File: src/rtl/core/cfh_pkg.sv
// ----------------------------------------------------------------------------
// cfh_pkg: shared definitions for the crc32c five-tuple flow hash unit
// Holds the crc32c byte step, the l4 mask length table, outcome codes,
// register map and the finalize pipeline payload type.
// ----------------------------------------------------------------------------
`timescale 1ns / 1ps
`default_nettype none

package cfh_pkg;

  // crc32c, reflected form
  localparam logic [31:0] CrcPoly = 32'h82F6_3B78;

  // default and supported range of stacked vlan tags: 1 to 28
  localparam int unsigned MaxTagsDefault = 4;

  localparam logic [15:0] EtypeIpv4 = 16'h0800;
  localparam logic [15:0] EtypeIpv6 = 16'h86DD;
  localparam logic [6:0]  EthHdrLen = 7'd14;
  localparam logic [7:0]  VerMask   = 8'hf0;
  localparam logic [7:0]  VerIpv4   = 8'h40;
  localparam logic [7:0]  VerIpv6   = 8'h60;

  // ip protocol numbers that keep l4 bytes
  localparam logic [7:0] ProtoIcmp   = 8'd1;
  localparam logic [7:0] ProtoIgmp   = 8'd2;
  localparam logic [7:0] ProtoTcp    = 8'd6;
  localparam logic [7:0] ProtoUdp    = 8'd17;
  localparam logic [7:0] ProtoEsp    = 8'd50;
  localparam logic [7:0] ProtoAh     = 8'd51;
  localparam logic [7:0] ProtoIcmpV6 = 8'd58;

  // register indexes on the config port
  localparam logic [1:0] RegEntryMode = 2'd0;
  localparam logic [1:0] RegTagFirst  = 2'd1;
  localparam logic [1:0] RegTagSecond = 2'd2;

  localparam logic [15:0] TagFirstReset  = 16'h8100;
  localparam logic [15:0] TagSecondReset = 16'h88a8;

  // bytes folded in after the addresses: 4 l4, protocol, 3 zero
  localparam int unsigned FinBytes = 8;

  typedef enum logic [1:0] {
    OUT_HASHED    = 2'd0,
    OUT_NOT_IP    = 2'd1,
    OUT_TOO_SHORT = 2'd2,
    OUT_MANY_TAGS = 2'd3
  } outcome_e;

  typedef struct packed {
    logic [31:0]           crc;
    logic [8*FinBytes-1:0] data;
    outcome_e              outcome;
  } fin_t;

  function automatic logic [31:0] crc_byte(input logic [31:0] c, input logic [7:0] b);
    logic [31:0] r;
    r = c ^ {24'h0, b};
    for (int i = 0; i < 8; i++) begin
      r = (r >> 1) ^ (r[0] ? CrcPoly : 32'h0);
    end
    return r;
  endfunction

  function automatic logic [2:0] mask_len(input logic [7:0] pr);
    logic [2:0] m;
    case (pr)
      ProtoTcp, ProtoUdp, ProtoEsp, ProtoAh: m = 3'd4;
      ProtoIcmp, ProtoIcmpV6:                m = 3'd2;
      ProtoIgmp:                             m = 3'd1;
      default:                               m = 3'd0;
    endcase
    return m;
  endfunction

endpackage

`default_nettype wire

File: src/rtl/core/crc32c_five_tuple_flow_hash_unit.sv
// ----------------------------------------------------------------------------
// crc32c_five_tuple_flow_hash_unit: per-packet five-tuple flow hash
// Parses an ethernet or raw ip byte stream and hashes the addresses, the
// first l4 bytes and the protocol with crc32c.
// ----------------------------------------------------------------------------
// Usage:
//   slave stream: one packet byte per beat in tdata, tuser marks the first
//   byte of a packet, tlast the final byte. A byte arriving with no open
//   packet opens one; tuser in mid packet drops the open packet silently.
//   master stream: one beat per packet, issued for the tlast byte, carrying
//   the flow hash and an outcome code (hash is zero unless hashed).
//   apb port: entry mode at 0x0, first vlan tag type at 0x4, second at 0x8;
//   write only while no packet is in flight.
//   Throughput: one byte per cycle while the master side is not stalled.
//   The tlast byte's result is registered in a capture stage, which is
//   followed by eight stages that fold the bytes after the
//   addresses into the crc, one byte each.
//   When the master side stalls, the whole finalize pipeline and the input
//   hold, and s_axis_tready drops until the result beat is taken.
//   Reset: parser idle, pipeline empty, tag types 0x8100 and 0x88a8,
//   ethernet entry mode.
// ----------------------------------------------------------------------------
`timescale 1ns / 1ps
`default_nettype none

module crc32c_five_tuple_flow_hash_unit #(
  parameter int unsigned MAX_TAGS = cfh_pkg::MaxTagsDefault
) (
  input  wire logic        clk_i,
  input  wire logic        rst_ni,
  // slave stream
  input  wire logic        s_axis_tvalid,
  output logic             s_axis_tready,
  input  wire logic [7:0]  s_axis_tdata,   // [7:0] data_byte
  input  wire logic        s_axis_tuser,   // [0] first_byte
  input  wire logic        s_axis_tlast,   // last_byte
  // master stream
  output logic             m_axis_tvalid,
  input  wire logic        m_axis_tready,
  output logic [39:0]      m_axis_tdata,   // [31:0] flow_hash, [33:32] outcome, zero pad
  // config port
  input  wire logic        psel,
  input  wire logic        penable,
  input  wire logic        pwrite,
  input  wire logic [3:0]  paddr,
  input  wire logic [31:0] pwdata,
  output logic [31:0]      prdata,
  output logic             pready
);
  import cfh_pkg::*;

  localparam int unsigned TagW = $clog2(MAX_TAGS + 1);

  typedef enum logic [2:0] {
    PH_IDLE, PH_ETH, PH_VER, PH_IP4, PH_IP6, PH_FAIL
  } phase_e;

  // ---------------- configuration registers ----------------
  logic        entry_mode_q;
  logic [15:0] tag_first_q;
  logic [15:0] tag_second_q;
  logic        cfg_wr;

  assign pready = 1'b1;
  assign cfg_wr = psel & penable & pwrite;

  always_ff @(posedge clk_i or negedge rst_ni) begin
    if (!rst_ni) begin
      entry_mode_q <= 1'b0;
      tag_first_q  <= TagFirstReset;
      tag_second_q <= TagSecondReset;
    end else if (cfg_wr) begin
      unique case (paddr[3:2])
        RegEntryMode: entry_mode_q <= pwdata[0];
        RegTagFirst:  tag_first_q  <= pwdata[15:0];
        RegTagSecond: tag_second_q <= pwdata[15:0];
        default: ;
      endcase
    end
  end

  always_comb begin
    unique case (paddr[3:2])
      RegEntryMode: prdata = {31'h0, entry_mode_q};
      RegTagFirst:  prdata = {16'h0, tag_first_q};
      RegTagSecond: prdata = {16'h0, tag_second_q};
      default:      prdata = 32'h0;
    endcase
  end

  // ---------------- parser state ----------------
  phase_e            phase_q, phase_c, phase_d;
  logic [7:0]        off_q, off_c;
  logic [31:0]       crc_q, crc_c, crc_d;
  logic [6:0]        ips_q, ips_c, ips_d;
  logic [7:0]        l4s_q, l4s_c, l4s_d;
  logic [7:0]        prot_q, prot_c, prot_d;
  logic [TagW-1:0]   tag_q, tag_c, tag_d;
  logic [7:0]        eth_hi_q, eth_hi_c, eth_hi_d;
  outcome_e          rc_q, rc_c, rc_d;
  logic [31:0]       l4b_q, l4b_c, l4b_d;

  logic              advance;
  logic              beat;
  logic              open_new;
  logic [7:0]        b;
  logic [15:0]       etype;
  logic [7:0]        ips_ext;
  logic [7:0]        rel;
  logic [7:0]        l4_rel;
  logic [2:0]        mlen;
  logic [8:0]        need_l4;
  logic [8:0]        need_ip;
  logic [8:0]        need;
  logic              too_short;
  logic [31:0]       l4_masked;
  fin_t              fin_d;

  assign advance  = !m_axis_tvalid | m_axis_tready;
  assign s_axis_tready = advance;
  assign beat     = s_axis_tvalid & advance;
  assign open_new = s_axis_tuser | (phase_q == PH_IDLE);
  assign b        = s_axis_tdata;

  always_comb begin
    // state as it stands once this byte has opened or advanced the packet
    if (open_new) begin
      off_c    = 8'd0;
      crc_c    = 32'h0;
      tag_c    = '0;
      eth_hi_c = 8'h0;
      prot_c   = 8'h0;
      rc_c     = OUT_HASHED;
      l4s_c    = 8'd0;
      l4b_c    = 32'h0;
      ips_c    = entry_mode_q ? 7'd0 : EthHdrLen;
      phase_c  = entry_mode_q ? PH_VER : PH_ETH;
    end else begin
      off_c    = (off_q == 8'hff) ? off_q : off_q + 8'd1;
      crc_c    = crc_q;
      tag_c    = tag_q;
      eth_hi_c = eth_hi_q;
      prot_c   = prot_q;
      rc_c     = rc_q;
      l4s_c    = l4s_q;
      l4b_c    = l4b_q;
      ips_c    = ips_q;
      phase_c  = phase_q;
    end

    phase_d  = phase_c;
    crc_d    = crc_c;
    tag_d    = tag_c;
    eth_hi_d = eth_hi_c;
    prot_d   = prot_c;
    rc_d     = rc_c;
    l4s_d    = l4s_c;
    l4b_d    = l4b_c;
    ips_d    = ips_c;

    ips_ext = {1'b0, ips_c};
    etype   = {eth_hi_c, b};
    rel     = off_c - ips_ext;
    l4_rel  = 8'd0;

    if (phase_c == PH_ETH) begin
      if (off_c == ips_ext - 8'd2) begin
        eth_hi_d = b;
      end else if (off_c == ips_ext - 8'd1) begin
        if (etype == tag_first_q || etype == tag_second_q) begin
          if (32'(tag_c) >= MAX_TAGS) begin
            phase_d = PH_FAIL;
            rc_d    = OUT_MANY_TAGS;
          end else begin
            tag_d = tag_c + TagW'(1);
            ips_d = ips_c + 7'd4;
          end
        end else if (etype == EtypeIpv4) begin
          phase_d = PH_IP4;
        end else if (etype == EtypeIpv6) begin
          phase_d = PH_IP6;
          l4s_d   = ips_ext + 8'd40;
        end else begin
          phase_d = PH_FAIL;
          rc_d    = OUT_NOT_IP;
        end
      end
    end else begin
      if (phase_c == PH_VER) begin
        if ((b & VerMask) == VerIpv4) begin
          phase_d = PH_IP4;
        end else if ((b & VerMask) == VerIpv6) begin
          phase_d = PH_IP6;
          l4s_d   = ips_ext + 8'd40;
        end else begin
          phase_d = PH_FAIL;
          rc_d    = OUT_NOT_IP;
        end
      end
      if ((phase_d == PH_IP4 || phase_d == PH_IP6) && off_c >= ips_ext) begin
        if (phase_d == PH_IP4) begin
          // ihl in 32-bit words sets the l4 start
          if (rel == 8'd0) l4s_d = ips_ext + {2'b00, b[3:0], 2'b00};
          if (rel == 8'd9) prot_d = b;
          if (rel >= 8'd12 && rel < 8'd20) crc_d = crc_byte(crc_c, b);
        end else begin
          if (rel == 8'd6) prot_d = b;
          if (rel >= 8'd8 && rel < 8'd40) crc_d = crc_byte(crc_c, b);
        end
        l4_rel = off_c - l4s_d;
        if (off_c >= l4s_d && l4_rel < 8'd4) begin
          l4b_d = l4b_c | ({24'h0, b} << {l4_rel[1:0], 3'b000});
        end
      end
    end

    // result decision for the last byte
    mlen    = mask_len(prot_d);
    need_l4 = {1'b0, l4s_d} + {6'h0, mlen};
    need_ip = {2'b00, ips_d} + 9'd20;
    need    = (phase_d == PH_IP4 && need_ip > need_l4) ? need_ip : need_l4;
    too_short = ({1'b0, off_c} + 9'd1) < need;

    for (int i = 0; i < 4; i++) begin
      l4_masked[8*i +: 8] = (3'(i) < mlen) ? l4b_d[8*i +: 8] : 8'h0;
    end

    fin_d.crc     = 32'h0;
    fin_d.data    = '0;
    fin_d.outcome = OUT_TOO_SHORT;
    if (phase_d == PH_FAIL) begin
      fin_d.outcome = rc_d;
    end else if (phase_d == PH_IP4 || phase_d == PH_IP6) begin
      if (!too_short) begin
        fin_d.outcome = OUT_HASHED;
        fin_d.crc     = crc_d;
        fin_d.data    = {24'h0, prot_d, l4_masked};
      end
    end
  end

  always_ff @(posedge clk_i or negedge rst_ni) begin
    if (!rst_ni) begin
      phase_q  <= PH_IDLE;
      off_q    <= 8'd0;
      crc_q    <= 32'h0;
      ips_q    <= 7'd0;
      l4s_q    <= 8'd0;
      prot_q   <= 8'h0;
      tag_q    <= '0;
      eth_hi_q <= 8'h0;
      rc_q     <= OUT_HASHED;
      l4b_q    <= 32'h0;
    end else if (beat) begin
      phase_q  <= s_axis_tlast ? PH_IDLE : phase_d;
      off_q    <= off_c;
      crc_q    <= crc_d;
      ips_q    <= ips_d;
      l4s_q    <= l4s_d;
      prot_q   <= prot_d;
      tag_q    <= tag_d;
      eth_hi_q <= eth_hi_d;
      rc_q     <= rc_d;
      l4b_q    <= l4b_d;
    end
  end

  // ---------------- finalize pipeline, one byte per stage ----------------
  logic [FinBytes:0] fin_vld_q;
  fin_t              fin_q [FinBytes+1];

  always_ff @(posedge clk_i or negedge rst_ni) begin
    if (!rst_ni) begin
      fin_vld_q <= '0;
    end else if (advance) begin
      fin_vld_q <= {fin_vld_q[FinBytes-1:0], beat & s_axis_tlast};
    end
  end

  always_ff @(posedge clk_i) begin
    if (advance) begin
      fin_q[0] <= fin_d;
    end
  end

  for (genvar k = 1; k <= FinBytes; k++) begin : g_fin
    always_ff @(posedge clk_i) begin
      if (advance) begin
        fin_q[k].crc     <= crc_byte(fin_q[k-1].crc, fin_q[k-1].data[7:0]);
        fin_q[k].data    <= fin_q[k-1].data >> 8;
        fin_q[k].outcome <= fin_q[k-1].outcome;
      end
    end
  end

  assign m_axis_tvalid = fin_vld_q[FinBytes];
  assign m_axis_tdata  = {6'h0, fin_q[FinBytes].outcome, fin_q[FinBytes].crc};

  // ---------------- assertions ----------------
  a_hash_zero_unless_hashed: assert property (@(posedge clk_i) disable iff (!rst_ni)
    m_axis_tvalid && m_axis_tdata[33:32] != OUT_HASHED |-> m_axis_tdata[31:0] == 32'h0)
    else $error("nonzero hash with failing outcome");

  a_last_closes_packet: assert property (@(posedge clk_i) disable iff (!rst_ni)
    beat && s_axis_tlast |=> phase_q == PH_IDLE && fin_vld_q[0])
    else $error("last byte did not close the packet");

  a_no_result_mid_packet: assert property (@(posedge clk_i) disable iff (!rst_ni)
    beat && !s_axis_tlast |=> !fin_vld_q[0])
    else $error("result launched without a last byte");

  a_tag_bound: assert property (@(posedge clk_i) disable iff (!rst_ni)
    32'(tag_q) <= MAX_TAGS)
    else $error("tag count beyond limit");

  a_stall_freezes_parser: assert property (@(posedge clk_i) disable iff (!rst_ni)
    !advance |=> $stable(phase_q) && $stable(crc_q) && $stable(off_q))
    else $error("parser moved while stalled");

endmodule

`default_nettype wire

File: config.mk
export PLATFORM = sky130hd
export DESIGN_NAME = crc32c_five_tuple_flow_hash_unit
export DESIGN_NICKNAME = d
export VERILOG_FILES = /design/src/rtl/core/cfh_pkg.sv /design/src/rtl/core/crc32c_five_tuple_flow_hash_unit.sv
export SDC_FILE = /design/constraint.sdc
export NUM_CORES = 1
export LEC_CHECK = 0
export ABC_AREA = 1
export BUFFER_PORTS_ARGS = -buffer_cell sky130_fd_sc_hd__buf_2
export CAP_MARGIN = 10
export CORE_MARGIN = 2
export CORE_UTILIZATION = 57
export DETAILED_ROUTE_END_ITERATION = 7
export PLACE_DENSITY = 0.88
export SYNTH_ARGS = -nofsm -noshare
export SYNTH_HDL_FRONTEND = slang
export SYNTH_SLANG_ARGS = --single-unit
File: constraint.sdc
create_clock -name clk_i -period 14.2 [get_ports clk_i]
set_input_delay 2.84 -clock clk_i [delete_from_list [all_inputs] [get_ports clk_i]]
set_output_delay 2.84 -clock clk_i [all_outputs]
set_load 0.005 [all_outputs]
==> results_dict.tcl <==
set metrics [dict create \
    ys.flop_type "edfxtp_1" \
    rsz0062_at_grt "false" \
    gp_congestion 0.920 \
    whs_endpoint "fin_q[2][3]$_DFFE_PN_" \
    syn_inst 3233 \
    reg2regPathDepth 47 \
    reg2reg_to "fin_q[0][80]$_SDFFCE_PP0N_" \
    criticalPathCategory "in -> reg" \
    drive_above_1_share 0.107 \
    nets 3406 \
    core_area_mm2 0.0577 \
    grt_max_degree 161 \
    cts_tree "yes" \
    max_stage_delay_ps 440 \
    crit_path_frequent_cell "nand2_1" \
    io_buffers 86 \
    hpwl_um 50800 \
    overflow 0 \
    fin_crit_sh 0.773 \
    skew_ps 40.0 \
    r2r_setup_slack_ps 5110 \
    ios 128 \
    cts-root-buf "clkbuf_16" \
    worst_skew_pair.late_latency_ps 660 \
    cts_buffers 60 \
    cp_slowest_cell "fa_1" \
    grt_pass1_vias 22200 \
    syn_area_mm2 0.0332 \
    fin_setup_tns_ps 0 \
    grt_pass1_wl_um 118000 \
    cts_hold_buf 0 \
    post_cts_buffers 0 \
    ys_seq_area_frac 0.501 \
    antenna_left 0 \
    final_max_slew_viol_count 0 \
    maxCapViolations 0 \
    dieArea_mm2 0.0602 \
    synth_area_per_cell_um2 10.3 \
    setup_viol 0 \
    yosysWarnings 0 \
    dieHeight_um 245 \
    start_util 0.575 \
    period_needed_ps 10980 \
    max_freq_mhz 91.1 \
    drt-pass1-iter-count 6 \
    syn2layout_area_growth_pct 8.84 \
    wl_per_cell_um 18.1 \
    num_antenna_cells 0 \
    htree_levels 2 \
    cts_resized 0 \
    hold_depth 0 \
    clkSinkCount 579 \
    top_layer "met4" \
    vias 22300 \
    wl_met3_um 4430 \
    critical_path_required_ps 14560 \
    startpoint_type "primary input" \
    grt_use_total 0.248 \
    timing.rr.start "phase_q[1]$_DFFE_PN0P_" \
    die_w_um 245 \
    crit_start "s_axis_tuser" \
    synthArstFlopShare 0.264 \
    clk_pin_slew_worst_paths_ps 70 \
    ys_ff_latch 579 \
    outcome "finished, final reports clean" \
    worst_pin_slew_ps 1200 \
    drtIter0Drc 1861 \
    drt_wl_total_um 74700 \
    cts_buffer_depth 3 \
    max_slew_margin 0.196 \
    met1_length_um 28600 \
    ys_types 61 \
    synth-edff-count 426 \
    antenna_found_initial 0 \
    final_core_util 0.626 \
    hp-start "fin_q[1][11]$_DFFE_PN_" \
    end_kind "register" \
    num_rows 88 \
    cp.arrival_ps 11340 \
    min_path_type "reg -> reg" \
    met2_length_um 38500 \
    vias_per_cell 5.41 \
    drc 0 \
    hold_viol_final 0 \
    critPathMaxFanout 40 \
]
synthesized netlist by cell type, drive strengths merged, types with 3 or more instances:
cell	instances	area (µm²)
edfxtp	426	12800
xnor2	384	3420
nand3	101	606
clkbuf	77	289
nand2	602	2370
xor2	503	4590
dfrtp	146	3650
clkinv	3	11.3
nand3b	4	30.0
nor3	15	80.1
dfstp	7	184
o2111ai	3	26.3
or2	26	163
fa	4	80.1
nor4	38	238
nand4	24	156
inv	250	941
ha	51	638
a31oi	4	25.0
a21oi	76	395
o22ai	18	113
o21ai	211	1080
nor2	189	797
buf	51	364
logic make-up (layout without fill, tap and decap cells):
group / after synthesis / count (layout) / synth area share
and+or+nand+nor: 1001 / 1001 / 0.134
xor gates and xnor gates: 887 / 887 / 0.241
DFF: 579 / 579 / 0.501
buffers and inverters: 381 / 477 / 0.0484
AOI/OAI and AO/OA: 326 / 326 / 0.0527
adders and majority gates: 55 / 55 / 0.0216
other: 2 / 23 / 0.000226
muxes: 2 / 2 / 0.000603
per-stage QoR:
stage | area (µm²) | worst slack (ps) | instances | hold WS (ps)
6_report | 36100 | 3220 | 4115 | 400
5_1_grt | 36100 | 2550 | 4115 | 413
4_1_cts | 36100 | 3350 | 4115 | 404
3_5_place_dp | 34200 | 2710 | 4001 | 405
3_3_place_gp | 34200 | 2850 | 4001 | 401
2_1_floorplan | 33300 | 4080 | 3254 | 400
state kept, by name, summed over array words and instances (netlist names), 7 cells and up:
signal	count
crc_q	32
eth_hi_q	8
fin_q	426
fin_vld_q	9
ips_q	7
l4b_q	32
l4s_q	8
off_q	8
prot_q	8
tag_first_q	16
tag_second_q	16
worst max-delay path by stage:
stage / end / cells past startpoint
2_1_floorplan: fin_q[0][18]$_SDFFCE_PP0N_ / 51
3_3_place_gp: fin_q[0][88]$_SDFFCE_PP0N_ / 47
3_5_place_dp: fin_q[0][81]$_SDFFCE_PP0N_ / 47
4_1_cts: fin_q[0][81]$_SDFFCE_PP0N_ / 47
5_1_grt: fin_q[0][81]$_SDFFCE_PP0N_ / 47
6_report: fin_q[0][80]$_SDFFCE_PP0N_ / 47
critical path: cells and delay by family:
family | cells | cell delay, ps
compound gates | 6 | 1250
fa+ha+maj | 5 | 1490
buf+inv | 6 | 1000
xor+xnor | 1 | 230
simple gates | 29 | 4480
final cells by class:
class | count | area (µm²)
Fill cell | 4298 | 21600
Sequential cell | 579 | 16600
Multi-Input combinational cell | 2294 | 15100
Clock buffer | 77 | 1620
Inverter | 253 | 968
Tap cell | 765 | 957
Timing Repair Buffer | 110 | 629
Clock inverter | 37 | 279
placed cells by master, fill, tap and decap left out, types with 15 or more instances in the layout:
cell type / instances
dfrtp_1: 146
clkinv_2: 18
inv_1: 236
o22ai_1: 18
ha_1: 51
nand2_2: 18
o21ai_0: 188
nand3_1: 84
xor2_2: 15
a21oi_1: 74
buf_4: 23
nor2_1: 164
nor2_2: 20
xor2_1: 484
xnor2_1: 378
nor4_1: 38
clkbuf_16: 61
or2_2: 25
nand2_1: 574
nand4_1: 23
o21ai_1: 18
nand3_2: 15
conb_1: 23
edfxtp_1: 426
buf_2: 85
per-layer routing:
metal  GRT usage  up-vias
met5           0        -
met4       0.111        0
met3      0.0330      194
met2       0.443      810
met1       0.298    10600
li1            -    10600
Power is left out: the tool's default activity adds up to more than one toggle a clock period on the data nets, which glitch-free logic cannot reach.
